## src/design/rpa_pkg.sv

```systemverilog
`timescale 1ns / 1ps

package rpa_pkg;

  // Geometry of the managed page space.
  localparam int unsigned NUM_PAGES = 4096;
  localparam int unsigned PAGE_BITS = 12;
  localparam int unsigned ADDR_W    = 24;
  localparam int unsigned PIDX_W    = ADDR_W - PAGE_BITS;
  localparam int unsigned IDX_W     = $clog2(NUM_PAGES);
  localparam int unsigned CNT_W     = $clog2(NUM_PAGES + 1);
  localparam int unsigned RC_W      = 16;
  localparam int unsigned CFG_W     = 13;
  localparam int unsigned CFG_IDX_W = 2;
  localparam int unsigned REQ_W     = 3;
  localparam int unsigned ST_W      = 3;
  localparam int unsigned WARN_W    = 2;
  localparam int unsigned PCT_W     = 7;
  localparam int unsigned PCT_SCALE = 100;
  localparam int unsigned MUL_W     = CNT_W + PCT_W;
  localparam int unsigned STEP_W    = $clog2(PCT_W);

  // Request codes.
  localparam logic [REQ_W-1:0] REQ_ALLOC  = 3'd0;
  localparam logic [REQ_W-1:0] REQ_FREE   = 3'd1;
  localparam logic [REQ_W-1:0] REQ_ADDREF = 3'd2;
  localparam logic [REQ_W-1:0] REQ_QUERY  = 3'd3;
  localparam logic [REQ_W-1:0] REQ_INIT   = 3'd4;

  // Status codes.
  localparam logic [ST_W-1:0] ST_OK      = 3'd0;
  localparam logic [ST_W-1:0] ST_BADADDR = 3'd1;
  localparam logic [ST_W-1:0] ST_DFREE   = 3'd2;
  localparam logic [ST_W-1:0] ST_OOM     = 3'd3;
  localparam logic [ST_W-1:0] ST_UNREF   = 3'd4;
  localparam logic [ST_W-1:0] ST_SAT     = 3'd5;

  // Warning codes.
  localparam logic [WARN_W-1:0] WARN_NONE = 2'd0;
  localparam logic [WARN_W-1:0] WARN_LOW  = 2'd1;
  localparam logic [WARN_W-1:0] WARN_CRIT = 2'd2;
  localparam logic [WARN_W-1:0] WARN_OOM  = 2'd3;

  // Configuration register indexes.
  localparam logic [CFG_IDX_W-1:0] CFG_FIRST = 2'd0;
  localparam logic [CFG_IDX_W-1:0] CFG_LOW   = 2'd1;
  localparam logic [CFG_IDX_W-1:0] CFG_CRIT  = 2'd2;

  localparam logic [RC_W-1:0] RC_MAX = '1;

  // Controller states.
  typedef enum logic [6:0] {
    S_CLEAR = 7'b0000001,
    S_IDLE  = 7'b0000010,
    S_READ  = 7'b0000100,
    S_EXEC  = 7'b0001000,
    S_INIT  = 7'b0010000,
    S_MUL   = 7'b0100000,
    S_DIV   = 7'b1000000
  } state_e;

  // Commands from controller to datapath.
  typedef struct packed {
    logic capture;
    logic exec;
    logic clr_step;
    logic init_step;
    logic mul_load;
    logic div_step;
    logic out_load;
  } cmd_t;

  // Status from datapath to controller.
  typedef struct packed {
    logic sweep_last;
    logic div_last;
    logic out_busy;
    logic is_init;
  } sts_t;

endpackage

```

## src/design/rpa_ctrl.sv

```systemverilog
`timescale 1ns / 1ps

module rpa_ctrl import rpa_pkg::*; (
  input  logic clk_i,
  input  logic rst_ni,
  input  logic in_valid_i,
  output logic in_ready_o,
  input  sts_t sts_i,
  output cmd_t cmd_o
);

  state_e state_q, state_d;

  always_ff @(posedge clk_i or negedge rst_ni) begin
    if (!rst_ni) begin
      state_q <= S_CLEAR;
    end else begin
      state_q <= state_d;
    end
  end

  // Clearing sweep after reset, then per request: read, execute, optional init sweep, then the percentage.
  always_comb begin
    state_d    = state_q;
    cmd_o      = '0;
    in_ready_o = 1'b0;
    case (state_q)
      S_CLEAR: begin
        cmd_o.clr_step = 1'b1;
        if (sts_i.sweep_last) state_d = S_IDLE;
      end
      S_IDLE: begin
        in_ready_o    = 1'b1;
        cmd_o.capture = in_valid_i;
        if (in_valid_i) state_d = S_READ;
      end
      S_READ: begin
        state_d = S_EXEC;
      end
      S_EXEC: begin
        cmd_o.exec = 1'b1;
        state_d    = sts_i.is_init ? S_INIT : S_MUL;
      end
      S_INIT: begin
        cmd_o.init_step = 1'b1;
        if (sts_i.sweep_last) state_d = S_MUL;
      end
      S_MUL: begin
        cmd_o.mul_load = 1'b1;
        state_d        = S_DIV;
      end
      S_DIV: begin
        if (sts_i.div_last) begin
          // Hold the last step until the result register is free.
          if (!sts_i.out_busy) begin
            cmd_o.div_step = 1'b1;
            cmd_o.out_load = 1'b1;
            state_d        = S_IDLE;
          end
        end else begin
          cmd_o.div_step = 1'b1;
        end
      end
      default: begin
        state_d = S_CLEAR;
      end
    endcase
  end

endmodule

```

## config.mk

```make
export PLATFORM = sky130hd
export DESIGN_NAME = rpa_ctrl
export DESIGN_NICKNAME = d
export VERILOG_FILES = /design/src/design/rpa_pkg.sv /design/src/design/rpa_ctrl.sv
export SDC_FILE = /design/constraint.sdc
export NUM_CORES = 1
export LEC_CHECK = 0
export ABC_CLOCK_PERIOD_IN_PS = 1800
export CORE_MARGIN = 2
export CORE_UTILIZATION = 35
export CTS_CLUSTER_DIAMETER = 60
export DETAILED_ROUTE_END_ITERATION = 10
export DONT_BUFFER_PORTS = 1
export GPL_TIMING_DRIVEN = 0
export PLACE_DENSITY = 0.57
export SLEW_MARGIN = 20
export SYNTH_ARGS = -nofsm -noshare
export SYNTH_HDL_FRONTEND = slang
export SYNTH_SLANG_ARGS = --single-unit
```

## constraint.sdc

```tcl
create_clock -name clk_i -period 1.8 [get_ports clk_i]
set_clock_uncertainty 0.2 [all_clocks]
set_input_delay 0.36 -clock clk_i [delete_from_list [all_inputs] [get_ports clk_i]]
set_output_delay 0.36 -clock clk_i [all_outputs]
set_load 0.02 [all_outputs]
```

* Yosys cells after proc, flatten, opt, wreduce, memory -nomap -nowiden
Cells that the tools add are included.
** Storage, ports and cells
- Bits in registers :: 7
- Bits of input ports :: 7
** Cells by class
- Equality and inequality tests :: 12
- Multiplexer cells :: 17
- Reductions and logical operators :: 1
** Operators with widths (count)
- $pmux W7 S7 :: 1
- $mux W7 :: 5
- $ne A2 B2 Y1 const B :: 5
- $mux W1 :: 8
- $eq A7 B1 Y1 const B :: 1
- $eq A7 B2 Y1 const B :: 1
- $eq A7 B3 Y1 const B :: 1
- $eq A7 B4 Y1 const B :: 1
- $eq A7 B5 Y1 const B :: 1
- $eq A7 B6 Y1 const B :: 1
- $eq A7 B7 Y1 const B :: 1
- $mux W6 :: 1
- $reduce_and A5 Y1 :: 1
- $mux W2 :: 2

* Longest topological paths before layout
- Depth in word-level cells :: 3
- Gate-level depth with buffers :: 5

* Worst setup path after synthesis
Ideal clock, no wire load.
- Path kind :: reg-to-output
- From :: register state_q[4]
- To :: output cmd_o[0] (netlist bit)
- Arrival :: 1.324 ns
- Slack :: -0.084 ns
- Stages on the path, launching flop included :: 5
- Cells stage by stage :: dfrtp_1 -> buf_6 -> nor4_4 -> nand3_2 -> nor3b_2
** RTL lines
- from (decl) :: RTL line rpa_ctrl.sv:12 : state_e state_q, state_d;
- from (signal assigned) :: RTL line rpa_ctrl.sv:18 : state_q <= state_d;
- to (decl) :: RTL line rpa_ctrl.sv:9 : output cmd_t cmd_o

==> metrics.md <==
| Metric | Value |
|---|---|
| Status | finished with violations |
| Failing checks | negative setup slack |
| Fraction of registers with async set/reset | between 90% and 100% |
| CP Class | reg -> out |
| Sequential power share | 32.9% |
| GRT Residual Overflow | 0 |
| Top-area cell type share of the netlist area | between 20 and 30% |
| Routability Congestion | 0.761 |
| Num ports | 15 |
| Nature of the critical path endpoint | output port |
| Post-synth net total | 66 |
| Synth warn | 0 |
| Final setup margin | -0.317 ns |
| Final min period | 2.12 ns |
| Final setup viols | 9 |
| Met2 wire len | around 720 um |
| PortBufs | 0 |
| Endpoints failing hold | 0 |
| Netlist cell types | 31 |
| # placed instances | 74 |
| Final wirelength | around 1500 um |
| CTS HTree Levels | 1 |
| Ranking of synthesized cells by area | dfrtp_1, dfstp_2, nor3b_2 |
| RSZ-0062 raised after global routing | yes |
| Clk buf depth | 2 |
| Max-slew headroom | 75.8% |
| Pins Over Slew Limit | 0 |
| Post-synth top cells | dfrtp_1, nor2_1, nand3_1, o21ai_0 |
| Clk network pwr share | a little under a fifth |
| Vias in the first global route | 499 |
| Total GRT Usage | ~17% |
| WL met1 | ~600 um |
| EDFF count, synth | 0 |
| DR top layer | met4 |
| Internal power | 0.465 mW |
| Core Rows | 13 |
| Area growth, synth to finish | 51.8% |
| Total CTS buffers | 3 |
| Worst-Margin Slew | 0.364 ns |
| CTS tree | done |
| Initial Utilization | between 30% and 40% |
| CP arrival | 1.56 ns |
| Via Count | around 540 |
| Hold depth | 1 |
| Die H | 42.6 um |
| Sw Ratio | approximately two fifths |
| Clock-pin slew on the worst setup and hold paths | around 0.06 ns |
| Power density cells | just under 1000 nW/um^2 |
| Initial antenna violation count | 0 |
| Seq/Total Area, Yosys | between 30 and 40% |
| Worst Reg-to-Reg Cells | 10 |
| Largest regs | state_q: 7 flops |
| Critical path peak fanout | 3 |
| Hold_ws | between 0.02 and 0.03 ns |
| Non-Filler Instances | between 90 and 100 |
| Clk_lat worst skew | between 0.2 and 0.3 ns |
| First-pass GRT wire length | between 2000 and 2500 um |
| Layout cells sized above 1 | 57.1% |
| Mapped Area | between 500 and 600 sq um |
| Pre-antenna DRT Iters | 4 |
| Filler Cell Count | 125 |
| Ys flop type | dfrtp_1 |
| WL/cell | 14.7 um |
| Die ar. | around 1800 sq um |
| Die X | roughly 43 um |
| DRT antenna net count | 0 |
| Lkg Pwr | 0.371 nW |
| Max-cap viol count | 0 |
| Largest register FFs | 7 |
| 1st-iter DRT viols | 10 |
| Syn Inst Count | around 60 |
| Combinational Power Share | roughly 48% |
| WL met3 | 68 um |
| HP Class | in -> reg |
| Post-route DRC | 0 |
| Top reg by flops | state_q |
| Max Fclk | about 470 MHz |
| DP Wirelength | approximately 770 um |
| Crit path required time | approximately 1.2 ns |
| ANT cells | 0 |
| #FFs+latches synth | 7 |
| Largest net degree at the start of global routing | 11 |
| Layout net count | 92 |
| CTS root buf | clkbuf_4 |
| Tcrit/Tclk final | 118% |
| Switch Pwr | just over 0.3 mW |
| Clock sinks | 7 |
| Syn avg cell area | a little under 9 sq um |
| VDD IR max | approximately 0.6 mV |
| Synth area leader | dfrtp_1 |
| Vias/cell | 5.49 |
| Core ar. | roughly 1400 sq um |
| Worst Setup Start Kind | flop |
through the flow:
stage          area [sq um]  TNS [ns]  utilization, %  setup slack (ns)  power [mW]
3_3_place_gp            553    -0.457            41.0            -0.156       0.492
3_5_place_dp            553    -0.453            41.0            -0.152       0.494
5_1_grt                 792     -2.52            58.7            -0.378       0.828
4_1_cts                 718     -2.04            53.2            -0.358       0.728
2_1_floorplan           534   -0.0554               -           -0.0554       0.452
6_report                792     -1.90            58.7            -0.317       0.773
worst max-delay path, stage by stage (launching register included):
cell	delay, ns
dfrtp_2	0.43
nor4_4	0.34
nand3_1	0.18
inv_2	0.15
and2_4	0.19
cells by family after synthesis:
group | count (synthesis) | synth area share, %
and+or+nand+nor | 32 | 42.0
AOI/OAI and AO/OA | 11 | 12.7
DFF | 7 | 33.8
buffers and inverters | 6 | 6.23
xor gates and xnor gates | 2 | 3.36
muxes | 1 | 1.92
power by group through the flow:
| stage | sequential, mW | combinational, mW | clock [mW] |
|---|---|---|---|
| after CTS | 0.249 | 0.329 | 0.151 |
| final | 0.254 | 0.373 | 0.146 |
| after floorplan | 0.211 | 0.240 | 0 |
| after detailed placement | 0.217 | 0.276 | 0 |
| after global routing | 0.261 | 0.405 | 0.163 |
| after global placement | 0.216 | 0.276 | 0 |
timing repair:
action | 4_1_cts | 5_1_grt
pin swaps | 6 | 3
endpoints found under the hold margin | 8 | 0
endpoints found under the setup margin | 9 | 10
resized for setup | 10 | 8
hold buffers | 2 | 0
setup buffers | 13 | 8
placed cells by master (no fill, tap or decap), types with 2 or more instances in the layout:
cell,count
buf_4,20
nor2_1,4
o21ai_0,4
dfrtp_2,4
nand3_1,3
nand2b_1,3
clkbuf_4,3
buf_6,2
nor3b_4,2
inv_2,2
nand3_2,2
a21oi_2,2
nor3b_1,2
xor2_1,2
nand2_1,2
dlygate4sd3_1,2
dfrtp_1,2
worst paths after layout:
kind / slack, ns / endpoint / from
max: -0.32 / cmd_o[6] / state_q[2]
min: 0.03 / state_q[2] / in_valid_i
max reg2reg: -0.30 / state_q[0] / state_q[2]
min reg2reg: 0.44 / state_q[3] / state_q[5]
max in group asynchronous: 0.86 / state_q[0] / rst_ni
min in group asynchronous: 0.24 / state_q[2] / rst_ni
layout make-up:
| type | instances | area (sq um) | area share, % |
|---|---|---|---|
| Buffer | 1 | 11.3 | 1.42 |
| Clock buffer | 4 | 26.3 | 3.32 |
| Inverter | 3 | 11.3 | 1.42 |
| Multi-Input combinational cell | 46 | 362 | 45.7 |
| Sequential cell | 7 | 181 | 22.9 |
| Tap cell | 15 | 18.8 | 2.37 |
| Timing Repair Buffer | 23 | 181 | 22.9 |
metal layers:
| layer | vias to the layer above | global-route usage, % |
|---|---|---|
| met3 | 9 | 8.62 |
| met1 | 262 | 18.2 |
| li1 | 259 | - |
| met5 | - | 0 |
| met2 | 14 | 27.7 |
| met4 | 0 | 10.0 |
(Power assumes the default switching activity.)
